File: config.mk
export PLATFORM = sky130hd
export DESIGN_NAME = shortest_elapsed_thread_scheduler_flat
export DESIGN_NICKNAME = d
export VERILOG_FILES = /design/src/rtl/core/sets_pkg.sv /design/src/rtl/core/sets_in_if.sv /design/src/rtl/core/sets_out_if.sv /design/src/rtl/core/sets_ram.sv /design/src/rtl/core/sets_qcell.sv /design/src/rtl/core/sets_queue.sv /design/src/rtl/core/shortest_elapsed_thread_scheduler.sv /design/src/flat_wrapper.sv
export SDC_FILE = /design/constraint.sdc
export NUM_CORES = 2
export LEC_CHECK = 0
export BUFFER_PORTS_ARGS = -buffer_cell sky130_fd_sc_hd__clkbuf_2
export CAP_MARGIN = 0
export CORE_AREA = 2 2 332 334
export CTS_BUF_LIST = sky130_fd_sc_hd__clkbuf_16
export DETAILED_ROUTE_END_ITERATION = 7
export DIE_AREA = 0 0 334 336
export SYNTH_ARGS = -nofsm -noshare
export SYNTH_HDL_FRONTEND = slang
export SYNTH_SLANG_ARGS = --single-unit
File: constraint.sdc
create_clock -name clk -period 4.4 [get_ports clk]
set_input_delay 0.66 -clock clk [delete_from_list [all_inputs] [get_ports clk]]
set_output_delay 0.66 -clock clk [all_outputs]
set_load 0.005 [all_outputs]
File: src/rtl/core/sets_pkg.sv
// Shared types and codes for the shortest-elapsed thread scheduler.
`timescale 1ns / 1ps

package sets_pkg;

  // Event codes on the input beat.
  localparam logic [2:0] ACT_CREATE = 3'd0;
  localparam logic [2:0] ACT_TICK   = 3'd1;
  localparam logic [2:0] ACT_YIELD  = 3'd2;
  localparam logic [2:0] ACT_EXIT   = 3'd3;
  localparam logic [2:0] ACT_JOIN   = 3'd4;

  // Result codes on the output beat.
  localparam logic [2:0] RC_OK     = 3'd0;
  localparam logic [2:0] RC_FULL   = 3'd1;
  localparam logic [2:0] RC_ABSENT = 3'd2;
  localparam logic [2:0] RC_IDLE   = 3'd3;
  localparam logic [2:0] RC_NO_RUN = 3'd4;

  typedef enum logic [2:0] {
    ST_FREE     = 3'd0,
    ST_READY    = 3'd1,
    ST_RUNNING  = 3'd2,
    ST_WAITING  = 3'd3,
    ST_FINISHED = 3'd4
  } status_t;

  typedef enum logic [3:0] {
    S_IDLE,
    S_DECODE,
    S_FIND,
    S_TICK,
    S_SCHED,
    S_REQ,
    S_START,
    S_SCAN,
    S_PICK,
    S_EXIT,
    S_EXITJ,
    S_JOIN,
    S_DONE
  } sets_state_t;

  // Commands from the sequencer to the ready chain.
  typedef struct packed {
    logic start;
    logic push;
    logic take;
  } sets_qcmd_t;

  // Per-cell control decoded by the ready chain.
  typedef struct packed {
    logic push;
    logic shift;
    logic occupied;
  } sets_cell_ctrl_t;

endpackage

File: src/rtl/core/sets_in_if.sv
// Event channel: valid/ready handshake with the event fields.
`timescale 1ns / 1ps

interface sets_in_if;
  logic       valid;
  logic       ready;
  logic [2:0] action;
  logic [3:0] target_id;
  logic       value_given;

  modport source(output valid, action, target_id, value_given, input ready);
  modport sink(input valid, action, target_id, value_given, output ready);
endinterface

File: src/rtl/core/sets_out_if.sv
// Result channel: valid/ready handshake with the result fields.
`timescale 1ns / 1ps

interface sets_out_if;
  logic       valid;
  logic       ready;
  logic [2:0] result_code;
  logic       running_valid;
  logic [3:0] running_id;
  logic [3:0] created_id;
  logic       caller_waits;

  modport source(output valid, result_code, running_valid, running_id, created_id,
                 caller_waits, input ready);
  modport sink(input valid, result_code, running_valid, running_id, created_id,
               caller_waits, output ready);
endinterface

File: src/rtl/core/sets_ram.sv
// Generic single-write, single-read RAM with registered read data.
`timescale 1ns / 1ps

module sets_ram #(
  parameter int WIDTH = 8,
  parameter int DEPTH = 16
) (
  input  logic                     clk,
  input  logic                     we,
  input  logic [$clog2(DEPTH)-1:0] waddr,
  input  logic [WIDTH-1:0]         wdata,
  input  logic [$clog2(DEPTH)-1:0] raddr,
  output logic [WIDTH-1:0]         rdata
);

  logic [WIDTH-1:0] mem [DEPTH];

  always_ff @(posedge clk) begin
    if (we) begin
      mem[waddr] <= wdata;
    end
    rdata <= mem[raddr];
  end

endmodule

File: src/rtl/core/sets_qcell.sv
// One cell of the ready chain: holds a queue entry and passes the scan token.
`timescale 1ns / 1ps

module sets_qcell
  import sets_pkg::*;
#(
  parameter int INDEX = 0,
  parameter int IW    = 4,
  parameter int EW    = 16
) (
  input  logic            clk,
  input  logic            rst,
  input  sets_cell_ctrl_t ctrl,
  input  logic [IW-1:0]   push_id,
  input  logic [EW-1:0]   push_e,
  input  logic [IW-1:0]   next_id,
  input  logic [EW-1:0]   next_e,
  input  logic            tok_in,
  input  logic [EW-1:0]   best_e_in,
  input  logic [IW-1:0]   best_pos_in,
  input  logic [IW-1:0]   best_id_in,
  output logic [IW-1:0]   id,
  output logic [EW-1:0]   e,
  output logic            tok_out,
  output logic [EW-1:0]   best_e_out,
  output logic [IW-1:0]   best_pos_out,
  output logic [IW-1:0]   best_id_out
);

  localparam bit FIRST = (INDEX == 0);

  logic take_own;

  // Strictly smaller wins, so the earliest entry keeps a tie.
  assign take_own = ctrl.occupied && (FIRST || (e < best_e_in));

  always_ff @(posedge clk) begin
    if (ctrl.push) begin
      id <= push_id;
      e  <= push_e;
    end else if (ctrl.shift) begin
      id <= next_id;
      e  <= next_e;
    end
  end

  always_ff @(posedge clk) begin
    if (rst) begin
      tok_out <= 1'b0;
    end else begin
      tok_out <= tok_in;
    end
  end

  always_ff @(posedge clk) begin
    if (tok_in) begin
      if (take_own) begin
        best_e_out   <= e;
        best_pos_out <= IW'(INDEX);
        best_id_out  <= id;
      end else begin
        best_e_out   <= best_e_in;
        best_pos_out <= best_pos_in;
        best_id_out  <= best_id_in;
      end
    end
  end

endmodule

File: src/rtl/core/sets_queue.sv
// Ready order as a row of cells: tail append, minimum scan, remove-and-close-gap.
`timescale 1ns / 1ps

module sets_queue
  import sets_pkg::*;
#(
  parameter int DEPTH = 16,
  parameter int IW    = 4,
  parameter int EW    = 16,
  parameter int CNTW  = 5
) (
  input  logic            clk,
  input  logic            rst,
  input  sets_qcmd_t      cmd,
  input  logic [IW-1:0]   push_id,
  input  logic [EW-1:0]   push_e,
  output logic [CNTW-1:0] count,
  output logic            done,
  output logic [IW-1:0]   best_id
);

  logic [IW-1:0] c_id       [DEPTH];
  logic [EW-1:0] c_e        [DEPTH];
  logic          c_tok      [DEPTH];
  logic [EW-1:0] c_best_e   [DEPTH];
  logic [IW-1:0] c_best_pos [DEPTH];
  logic [IW-1:0] c_best_id  [DEPTH];
  logic [IW-1:0] best_pos;
  logic          push_ok;

  assign push_ok  = cmd.push && (count < CNTW'(DEPTH));
  assign best_pos = c_best_pos[DEPTH-1];
  assign done     = c_tok[DEPTH-1];
  assign best_id  = c_best_id[DEPTH-1];

  always_ff @(posedge clk) begin
    if (rst) begin
      count <= '0;
    end else if (push_ok) begin
      count <= count + 1'b1;
    end else if (cmd.take) begin
      count <= count - 1'b1;
    end
  end

  for (genvar k = 0; k < DEPTH; k++) begin : g_cell
    sets_cell_ctrl_t ctrl;
    logic            tok_in;
    logic [EW-1:0]   be_in;
    logic [IW-1:0]   bp_in;
    logic [IW-1:0]   bi_in;
    logic [IW-1:0]   nx_id;
    logic [EW-1:0]   nx_e;

    assign ctrl.push     = push_ok && (CNTW'(k) == count);
    assign ctrl.shift    = cmd.take && (IW'(k) >= best_pos);
    assign ctrl.occupied = CNTW'(k) < count;

    if (k == 0) begin : g_head
      assign tok_in = cmd.start;
      assign be_in  = '0;
      assign bp_in  = '0;
      assign bi_in  = '0;
    end else begin : g_body
      assign tok_in = c_tok[k-1];
      assign be_in  = c_best_e[k-1];
      assign bp_in  = c_best_pos[k-1];
      assign bi_in  = c_best_id[k-1];
    end

    if (k == DEPTH - 1) begin : g_tail
      assign nx_id = '0;
      assign nx_e  = '0;
    end else begin : g_mid
      assign nx_id = c_id[k+1];
      assign nx_e  = c_e[k+1];
    end

    sets_qcell #(
      .INDEX(k),
      .IW   (IW),
      .EW   (EW)
    ) u_cell (
      .clk         (clk),
      .rst         (rst),
      .ctrl        (ctrl),
      .push_id     (push_id),
      .push_e      (push_e),
      .next_id     (nx_id),
      .next_e      (nx_e),
      .tok_in      (tok_in),
      .best_e_in   (be_in),
      .best_pos_in (bp_in),
      .best_id_in  (bi_in),
      .id          (c_id[k]),
      .e           (c_e[k]),
      .tok_out     (c_tok[k]),
      .best_e_out  (c_best_e[k]),
      .best_pos_out(c_best_pos[k]),
      .best_id_out (c_best_id[k])
    );
  end

endmodule

File: src/rtl/core/shortest_elapsed_thread_scheduler.sv
// A create walks the slots for the lowest free one, one slot a cycle; tick, yield, exit and join
// wait on the scan token walking the ready chain one cell a cycle. One event is in flight at a
// time and the next is taken the cycle after the beat loads; a waiting beat holds the next at its
// end.
// Reset (synchronous) frees every slot, empties the ready chain and leaves no thread running.
`timescale 1ns / 1ps

module shortest_elapsed_thread_scheduler
  import sets_pkg::*;
#(
  parameter int MAX_THREADS  = 16,
  parameter int ELAPSED_BITS = 16
) (
  input  logic clk,
  input  logic rst,
  sets_in_if.sink    in,
  sets_out_if.source out
);

  localparam int IW   = $clog2(MAX_THREADS);
  localparam int CNTW = $clog2(MAX_THREADS + 1);
  localparam int EW   = ELAPSED_BITS;

  sets_state_t state, state_next;

  logic [IW-1:0]          cnt, cnt_next;
  logic [2:0]             act, act_next;
  logic [3:0]             tgt, tgt_next;
  logic                   given, given_next;
  logic                   cur_valid, cur_valid_next;
  logic [IW-1:0]          cur_id, cur_id_next;
  logic [IW-1:0]          wake_id, wake_id_next;
  logic [2:0]             code, code_next;
  logic [3:0]             created, created_next;
  logic                   waits, waits_next;
  logic [MAX_THREADS-1:0] used, used_next;

  logic       o_valid;
  logic [2:0] o_code;
  logic       o_rv;
  logic [3:0] o_rid;
  logic [3:0] o_created;
  logic       o_waits;
  logic       out_load;

  // Slot storage ports.
  logic [IW-1:0] raddr;
  logic          rd_used;
  logic          st_we;
  logic [IW-1:0] st_waddr;
  logic [2:0]    st_wdata;
  logic [2:0]    st_rd;
  logic          el_we;
  logic [IW-1:0] el_waddr;
  logic [EW-1:0] el_wdata;
  logic [EW-1:0] el_rd;
  logic          jn_we;
  logic [IW-1:0] jn_waddr;
  logic [IW:0]   jn_wdata;
  logic [IW:0]   jn_rd;
  status_t       st_eff;

  // Ready chain.
  sets_qcmd_t      q_cmd;
  logic [IW-1:0]   q_push_id;
  logic [EW-1:0]   q_push_e;
  logic [CNTW-1:0] q_count;
  logic            q_done;
  logic [IW-1:0]   q_best_id;

  sets_ram #(.WIDTH(3), .DEPTH(MAX_THREADS)) u_status (
    .clk(clk), .we(st_we), .waddr(st_waddr), .wdata(st_wdata), .raddr(raddr), .rdata(st_rd)
  );

  sets_ram #(.WIDTH(EW), .DEPTH(MAX_THREADS)) u_elapsed (
    .clk(clk), .we(el_we), .waddr(el_waddr), .wdata(el_wdata), .raddr(raddr), .rdata(el_rd)
  );

  sets_ram #(.WIDTH(IW + 1), .DEPTH(MAX_THREADS)) u_joiner (
    .clk(clk), .we(jn_we), .waddr(jn_waddr), .wdata(jn_wdata), .raddr(raddr), .rdata(jn_rd)
  );

  sets_queue #(
    .DEPTH(MAX_THREADS),
    .IW   (IW),
    .EW   (EW),
    .CNTW (CNTW)
  ) u_queue (
    .clk    (clk),
    .rst    (rst),
    .cmd    (q_cmd),
    .push_id(q_push_id),
    .push_e (q_push_e),
    .count  (q_count),
    .done   (q_done),
    .best_id(q_best_id)
  );

  // A slot that is not in use reads as free.
  assign st_eff = rd_used ? status_t'(st_rd) : ST_FREE;

  always_ff @(posedge clk) begin
    rd_used <= used[raddr];
  end

  always_ff @(posedge clk) begin
    if (rst) begin
      state     <= S_IDLE;
      cur_valid <= 1'b0;
      cur_id    <= '0;
      used      <= '0;
      cnt       <= '0;
    end else begin
      state     <= state_next;
      cur_valid <= cur_valid_next;
      cur_id    <= cur_id_next;
      used      <= used_next;
      cnt       <= cnt_next;
    end
  end

  always_ff @(posedge clk) begin
    act     <= act_next;
    tgt     <= tgt_next;
    given   <= given_next;
    code    <= code_next;
    created <= created_next;
    waits   <= waits_next;
    wake_id <= wake_id_next;
  end

  always_comb begin
    state_next     = state;
    cnt_next       = cnt;
    act_next       = act;
    tgt_next       = tgt;
    given_next     = given;
    cur_valid_next = cur_valid;
    cur_id_next    = cur_id;
    wake_id_next   = wake_id;
    code_next      = code;
    created_next   = created;
    waits_next     = waits;
    used_next      = used;
    in.ready       = 1'b0;
    out_load       = 1'b0;
    raddr          = cur_id;
    st_we          = 1'b0;
    st_waddr       = cur_id;
    st_wdata       = ST_FREE;
    el_we          = 1'b0;
    el_waddr       = cur_id;
    el_wdata       = '0;
    jn_we          = 1'b0;
    jn_waddr       = cur_id;
    jn_wdata       = '0;
    q_cmd          = '0;
    q_push_id      = cur_id;
    q_push_e       = el_rd;

    case (state)
      S_IDLE: begin
        in.ready = 1'b1;
        if (in.valid) begin
          act_next     = in.action;
          tgt_next     = in.target_id;
          given_next   = in.value_given;
          code_next    = RC_OK;
          created_next = '0;
          waits_next   = 1'b0;
          cnt_next     = '0;
          state_next   = S_DECODE;
        end
      end

      S_DECODE: begin
        case (act)
          ACT_CREATE: state_next = S_FIND;
          ACT_TICK:   state_next = cur_valid ? S_TICK : S_SCHED;
          ACT_YIELD:  state_next = S_SCHED;
          ACT_EXIT: begin
            if (!cur_valid) begin
              code_next  = RC_NO_RUN;
              state_next = S_DONE;
            end else begin
              state_next = S_EXIT;
            end
          end
          ACT_JOIN: begin
            if (!cur_valid) begin
              code_next  = RC_NO_RUN;
              state_next = S_DONE;
            end else if (32'(tgt) >= MAX_THREADS) begin
              code_next  = RC_ABSENT;
              state_next = S_DONE;
            end else begin
              raddr      = IW'(tgt);
              state_next = S_JOIN;
            end
          end
          default: state_next = S_DONE;
        endcase
      end

      // Walk the slots for the lowest free one.
      S_FIND: begin
        if (!used[cnt]) begin
          st_we          = 1'b1;
          st_waddr       = cnt;
          st_wdata       = ST_READY;
          el_we          = 1'b1;
          el_waddr       = cnt;
          jn_we          = 1'b1;
          jn_waddr       = cnt;
          used_next[cnt] = 1'b1;
          q_cmd.push     = 1'b1;
          q_push_id      = cnt;
          q_push_e       = '0;
          created_next   = 4'(cnt);
          state_next     = S_DONE;
        end else if (cnt == IW'(MAX_THREADS - 1)) begin
          code_next  = RC_FULL;
          state_next = S_DONE;
        end else begin
          cnt_next = cnt + 1'b1;
        end
      end

      // Saturating count for the running thread.
      S_TICK: begin
        el_we      = 1'b1;
        el_wdata   = (el_rd == '1) ? el_rd : el_rd + 1'b1;
        state_next = S_SCHED;
      end

      S_SCHED: begin
        state_next = cur_valid ? S_REQ : S_START;
      end

      // Requeue the running thread at the tail.
      S_REQ: begin
        if (st_eff == ST_RUNNING) begin
          st_we      = 1'b1;
          st_wdata   = ST_READY;
          q_cmd.push = 1'b1;
        end
        cur_valid_next = 1'b0;
        state_next     = S_START;
      end

      S_START: begin
        if (q_count == '0) begin
          code_next  = RC_IDLE;
          state_next = S_DONE;
        end else begin
          q_cmd.start = 1'b1;
          state_next  = S_SCAN;
        end
      end

      S_SCAN: begin
        if (q_done) begin
          state_next = S_PICK;
        end
      end

      S_PICK: begin
        q_cmd.take     = 1'b1;
        cur_id_next    = q_best_id;
        cur_valid_next = 1'b1;
        st_we          = 1'b1;
        st_waddr       = q_best_id;
        st_wdata       = ST_RUNNING;
        state_next     = S_DONE;
      end

      S_EXIT: begin
        if (jn_rd[IW]) begin
          raddr        = jn_rd[IW-1:0];
          wake_id_next = jn_rd[IW-1:0];
          state_next   = S_EXITJ;
        end else begin
          if (!given) begin
            used_next[cur_id] = 1'b0;
          end else begin
            st_we    = 1'b1;
            st_wdata = ST_FINISHED;
          end
          cur_valid_next = 1'b0;
          state_next     = S_START;
        end
      end

      // Wake a waiting joiner, then drop the exiting slot.
      S_EXITJ: begin
        if (st_eff == ST_WAITING) begin
          st_we      = 1'b1;
          st_waddr   = wake_id;
          st_wdata   = ST_READY;
          q_cmd.push = 1'b1;
          q_push_id  = wake_id;
        end
        used_next[cur_id] = 1'b0;
        cur_valid_next    = 1'b0;
        state_next        = S_START;
      end

      S_JOIN: begin
        if (st_eff == ST_FREE) begin
          code_next  = RC_ABSENT;
          state_next = S_DONE;
        end else if (st_eff == ST_FINISHED) begin
          if (given) begin
            used_next[IW'(tgt)] = 1'b0;
          end
          state_next = S_DONE;
        end else begin
          jn_we          = 1'b1;
          jn_waddr       = IW'(tgt);
          jn_wdata       = {1'b1, cur_id};
          st_we          = 1'b1;
          st_wdata       = ST_WAITING;
          waits_next     = 1'b1;
          cur_valid_next = 1'b0;
          state_next     = S_START;
        end
      end

      S_DONE: begin
        if (!o_valid || out.ready) begin
          out_load   = 1'b1;
          state_next = S_IDLE;
        end
      end

      default: state_next = S_IDLE;
    endcase
  end

  // Output register: hold the beat until taken.
  always_ff @(posedge clk) begin
    if (rst) begin
      o_valid <= 1'b0;
    end else if (out_load) begin
      o_valid <= 1'b1;
    end else if (out.ready) begin
      o_valid <= 1'b0;
    end
  end

  always_ff @(posedge clk) begin
    if (out_load) begin
      o_code    <= code;
      o_rv      <= cur_valid;
      o_rid     <= cur_valid ? 4'(cur_id) : 4'd0;
      o_created <= created;
      o_waits   <= waits;
    end
  end

  assign out.valid         = o_valid;
  assign out.result_code   = o_code;
  assign out.running_valid = o_rv;
  assign out.running_id    = o_rid;
  assign out.created_id    = o_created;
  assign out.caller_waits  = o_waits;

  a_cur_in_use: assert property (@(posedge clk) disable iff (rst)
    cur_valid |-> used[cur_id])
    else $error("running thread sits in a free slot");

  a_q_bound: assert property (@(posedge clk) disable iff (rst)
    q_count <= CNTW'(MAX_THREADS))
    else $error("ready chain holds more entries than slots");

  a_done_in_scan: assert property (@(posedge clk) disable iff (rst)
    q_done |-> state == S_SCAN)
    else $error("scan token left the chain outside a scan");

  a_pick_nonempty: assert property (@(posedge clk) disable iff (rst)
    state == S_PICK |-> q_count != '0)
    else $error("pick from an empty ready chain");

  a_load_once: assert property (@(posedge clk) disable iff (rst)
    out_load |=> state == S_IDLE && o_valid)
    else $error("result beat not loaded on completion");

endmodule
File: src/flat_wrapper.sv
// flat-port wrapper written by rule: the top's interface ports become plain ports
module shortest_elapsed_thread_scheduler_flat import sets_pkg::*;
#(
  parameter int MAX_THREADS  = 16,
  parameter int ELAPSED_BITS = 16
)
  (clk, rst, in_valid, in_action, in_target_id, in_value_given, in_ready, out_valid, out_result_code, out_running_valid, out_running_id, out_created_id, out_caller_waits, out_ready);
  sets_in_if in_i ();
  sets_out_if out_i ();
  input  logic clk;
  input  logic rst;
  input wire logic [$bits(in_i.valid)-1:0] in_valid;
  input wire logic [$bits(in_i.action)-1:0] in_action;
  input wire logic [$bits(in_i.target_id)-1:0] in_target_id;
  input wire logic [$bits(in_i.value_given)-1:0] in_value_given;
  output wire logic [$bits(in_i.ready)-1:0] in_ready;
  output wire logic [$bits(out_i.valid)-1:0] out_valid;
  output wire logic [$bits(out_i.result_code)-1:0] out_result_code;
  output wire logic [$bits(out_i.running_valid)-1:0] out_running_valid;
  output wire logic [$bits(out_i.running_id)-1:0] out_running_id;
  output wire logic [$bits(out_i.created_id)-1:0] out_created_id;
  output wire logic [$bits(out_i.caller_waits)-1:0] out_caller_waits;
  input wire logic [$bits(out_i.ready)-1:0] out_ready;
  assign in_i.valid = in_valid;
  assign in_i.action = in_action;
  assign in_i.target_id = in_target_id;
  assign in_i.value_given = in_value_given;
  assign in_ready = in_i.ready;
  assign out_valid = out_i.valid;
  assign out_result_code = out_i.result_code;
  assign out_running_valid = out_i.running_valid;
  assign out_running_id = out_i.running_id;
  assign out_created_id = out_i.created_id;
  assign out_caller_waits = out_i.caller_waits;
  assign out_i.ready = out_ready;
  shortest_elapsed_thread_scheduler #(.MAX_THREADS(MAX_THREADS), .ELAPSED_BITS(ELAPSED_BITS)) u_core (.clk(clk), .rst(rst), .in(in_i), .out(out_i));
endmodule
==> summary.txt <==
Place
  – Post-place instance area: 56,200 µm²
  – Hpwl dp: 94.1 mm
  – Buffers on Ports: 26
  – GPL Wtd Cong: between 0.8 and 0.9

Pwr
  – Part of the power in registers: 0.443
  – Switching Fraction: 0.309
  – Power Density: slightly above 500 nW/µm²
  – Leakage power: 22.2 nW
  – Comb pwr share: 0.215
  – Internal power: approximately 22 mW
  – Sw Pwr: approximately 9.7 mW
  – Clock Power Share: 0.341
  – Worst vdd ir: around 0.42 mV

Setup path
  – Worst reg2reg setup slack: 520 ps
  – Critical Path End Type: flop
  – Setup crit end: u_core.u_elapsed.mem[6][11]$_DFFE_PP_
  – Critical Path RT: around 4700 ps
  – CP Max Fanout: 16
  – CP startpoint: u_core.cnt[2]$_SDFFE_PP0P_
  – Critical Path Start Type: flop
  – CP Class: reg -> reg
  – Crit path DAT: about 4200 ps
  – Reg2reg path depth: 8
  – Worst R2R Start: u_core.cnt[2]$_SDFFE_PP0P_
  – R2r endpoint: u_core.u_elapsed.mem[6][11]$_DFFE_PP_

STA
  – Fmax: around 260 MHz
  – Measured slew at the worst slew-check pin: 1310 ps
  – Worst clock skew: roughly 41 ps
  – Worst slew margin: 0.126
  – Setup tns final: 0 ps
  – RSZ-0062 raised after global routing: no
  – Fin crit share: 0.881
  – Max-slew violations: 0
  – Hold Vio Cnt, Final: 0
  – Min Tclk post-route: 3880 ps
  – Setup violators final: 0
  – Hold WS: 104 ps

Clock tree
  – TritonCTS Sinks: 1,166
  – Clk slew on worst S/H paths: 60 ps
  – Cts repair resizes: 0
  – Clock latency at the later pin of the worst-skew pair: approximately 730 ps
  – Clk buf depth: 3
  – Cts hold-fix bufs: 0
  – CTS tree: yes
  – Root Buffer: clkbuf_16
  – Num CTS Buffers: 120
  – CTS H-tree lvls: 3
  – Post-CTS Setup Inserts: 0

Synth
  – Most common cell in the netlist: edfxtp_1
  – Largest family of logic cells by synthesized area: compound AO/OA/AOI/OAI gates
  – Synth area leader: edfxtp_1
  – YS warnings: 0
  – Simple-Gate Fraction of Synth Area: 0.0860
  – Cell variety after synth: 80
  – Sequential area share after synthesis: 0.634
  – Synthesized Nets: 4,487
  – Async SR Flop Fraction: 0
  – Synth Cell Area: roughly 54,000 µm²
  – Synth top area share: 0.606
  – Most instantiated cells after synthesis: edfxtp_1, nand2_1, mux2_2, a21oi_1, o21ai_0
  – Synth Register Bits: around 1,200
  – Main synth FF type: edfxtp_1
  – Mux cell area share after synthesis: 0.0883
  – Synth Area in Compound Gates: 0.0995
  – XOR/XNOR Fraction of Synth Area: 0.00194
  – Top cells by area, synth: edfxtp_1, mux2_2, ha_1, nand2_1, a21oi_1
  – Post-synthesis average cell area: about 13 µm²
  – Mapped Cells: 4,240
  – Post-synth EDFFs: between 1,000 and 1,500
  – Adder-cell share of the synthesized area: 0.0546

Final layout
  – Finished Cell Area: approximately 60,000 µm²
  – Area Overhead vs Synth: 11.8%
  – Fill count: roughly 9,000
  – Share of layout cells above drive strength 1: 0.178
  – Fin nets: 4,537

Route
  – Final ANT Viol Nets: 0
  – Total vias in the final route: roughly 33,000
  – 1st-pass router iterations: 6
  – Drc violations: 0
  – Vias/cell: 5.75
  – DRT iter0 DRCs: between 2,000 and 3,000
  – Routed WL: between 100 and 150 mm
  – Routed wire per std cell: ~24 µm

Floorplan
  – Die Y: 336 µm
  – Die Span X: between 300 and 400 µm
  – Top Ports: 27
  – Core Region: about 110,000 µm²
  – Die Area: roughly 110,000 µm²
  – Rows: 121
  – Initial Utilization: 0.499

GRT
  – Met1 GRT Util: 0.314
  – GR Util met2: 0.430
  – Grt ovf: 0
  – Largest net degree at the start of global routing: between 60 and 70
  – Top Usage Layer GRT: met2
  – Initial antenna violation count: 6
  – Vias in the first global route: approximately 33,000
  – M3 GR Usage: 0.0307
  – GR Util All Layers: 0.245
  – First-pass GRT wire length: around 210 mm

Outcome
  – Status: finished, final reports clean

Worst hold path
  – HP Class: in -> reg

Flow run
  – Max-cap violations: 0
-- worst max-delay path, cell delays in order (launching register included) --
cell,delay (ps)
dfxtp_1,490
mux2_1,360
mux4_2,530
or2_1,290
a21oi_2,390
nand2_1,160
nor2_1,300
a21oi_1,210
nor2_2,770
-- cells by family (layout without fill, tap and decap cells) --
group | Yosys count | after routing
mux | 426 | 426
other cells | 0 | 1
simple gates | 1021 | 1021
compound gates | 896 | 896
xor+xnor | 12 | 12
fa+ha+maj | 236 | 236
flops | 1166 | 1166
buf+inv | 483 | 637
-- placed cells by master, fill, tap and decap left out, types with 7 or more instances in the layout --
master      count
nor2b_1        60
mux2_2        355
buf_4         129
and2_1         54
nor2_2         15
a211oi_1       12
o21a_1          8
clkbuf_2       26
inv_1         262
nor3_1         33
mux2_4         10
a31oi_1        11
or3_1           9
nand2_1       493
ha_1          235
dfxtp_1        76
a21oi_1       317
or2_2          15
clkbuf_16     122
o22ai_1        10
and3_1         14
clkinvlp_4     11
inv_6           7
nand2b_1       49
a22oi_1        77
nor2_1        178
bufinv_16      19
clkinv_2       27
xor2_1         10
clkinv_1       20
nand4_1        39
edfxtp_1     1090
o211ai_1       10
o21ai_0       264
a221oi_1       58
nand3_1        35
a21o_1         64
mux2i_1        57
-- power groups by stage --
| stage | logic (mW) | registers [mW] | clock network [mW] |
|---|---|---|---|
| finish | 6.72 | 13.8 | 10.7 |
| global route | 7.25 | 13.9 | 11.2 |
| CTS | 6.79 | 13.8 | 10.9 |
| detailed placement | 6.76 | 14.1 | 0 |
| global placement | 6.71 | 14.1 | 0 |
| floorplan | 4.08 | 13.7 | 0 |
-- how the worst min path moves through the flow --
stage	from	to	slack, ps	depth (start not counted)
after floorplan	u_core.u_joiner.rdata[1]$_DFF_P_	u_core.wake_id[1]$_DFFE_PP_	400	0
after global placement	u_core.created[0]$_SDFFCE_PN0P_	u_core.out.created_id[0]$_DFFE_PP_	400	0
after detailed placement	u_core.created[0]$_SDFFCE_PN0P_	u_core.out.created_id[0]$_DFFE_PP_	400	0
after CTS	in_target_id[2]	u_core.tgt[2]$_DFFE_PP_	50	1
after global routing	in_target_id[2]	u_core.tgt[2]$_DFFE_PP_	70	1
final	in_target_id[2]	u_core.tgt[2]$_DFFE_PP_	100	1
-- through the flow --
step	instances	worst slack (ps)	utilization	total power, mW
6_report	5809	522	0.557	31.2
5_1_grt	5808	305	0.557	32.4
4_1_cts	5808	555	0.557	31.5
3_5_place_dp	5582	534	0.519	20.8
3_3_place_gp	5582	612	0.519	20.8
2_1_floorplan	4240	875	-	17.7
-- flip-flops by register name (all words and copies together) (netlist names), 4 cells and up --
register                                   flops
u_core.state                                   4
u_core.cnt                                     4
u_core.u_elapsed.mem                         256
u_core.u_queue.count                           5
u_core.u_queue.g_cell.u_cell.e               256
u_core.created                                 4
u_core.u_queue.g_cell.u_cell.id               64
u_core.out.created_id                          4
u_core.u_elapsed.rdata                        16
u_core.out.running_id                          4
u_core.u_queue.g_cell.u_cell.best_e_out      240
u_core.u_status.mem                           48
u_core.wake_id                                 4
u_core.u_queue.g_cell.u_cell.best_id_out      64
u_core.u_queue.g_cell.u_cell.best_pos_out     49
u_core.u_queue.g_cell.u_cell.tok_out          16
u_core.used                                   16
u_core.u_joiner.mem                           80
u_core.tgt                                     4
u_core.cur_id                                  4
u_core.u_joiner.rdata                          5
-- area by class of cell --
type	instances	area [µm²]	share of cell area
tap	1414	1770	0.0293
clock buffer	122	3050	0.0505
multi-input combinational	2591	18100	0.299
inverter	251	942	0.0156
timing repair buffer	160	1200	0.0198
antenna	1	2.50	0.0000414
sequential	1166	34300	0.567
clock inverter	104	1120	0.0185
-- metal layers --
layer	vias up	share of wire	wire, µm
li1	15700	-	-
met1	16500	0.41	56800
met2	920	0.50	69300
met3	258	0.051	6950
met4	0	0.033	4520
met5	-	0	0
Note: power is estimated with default switching activity, not from simulation.
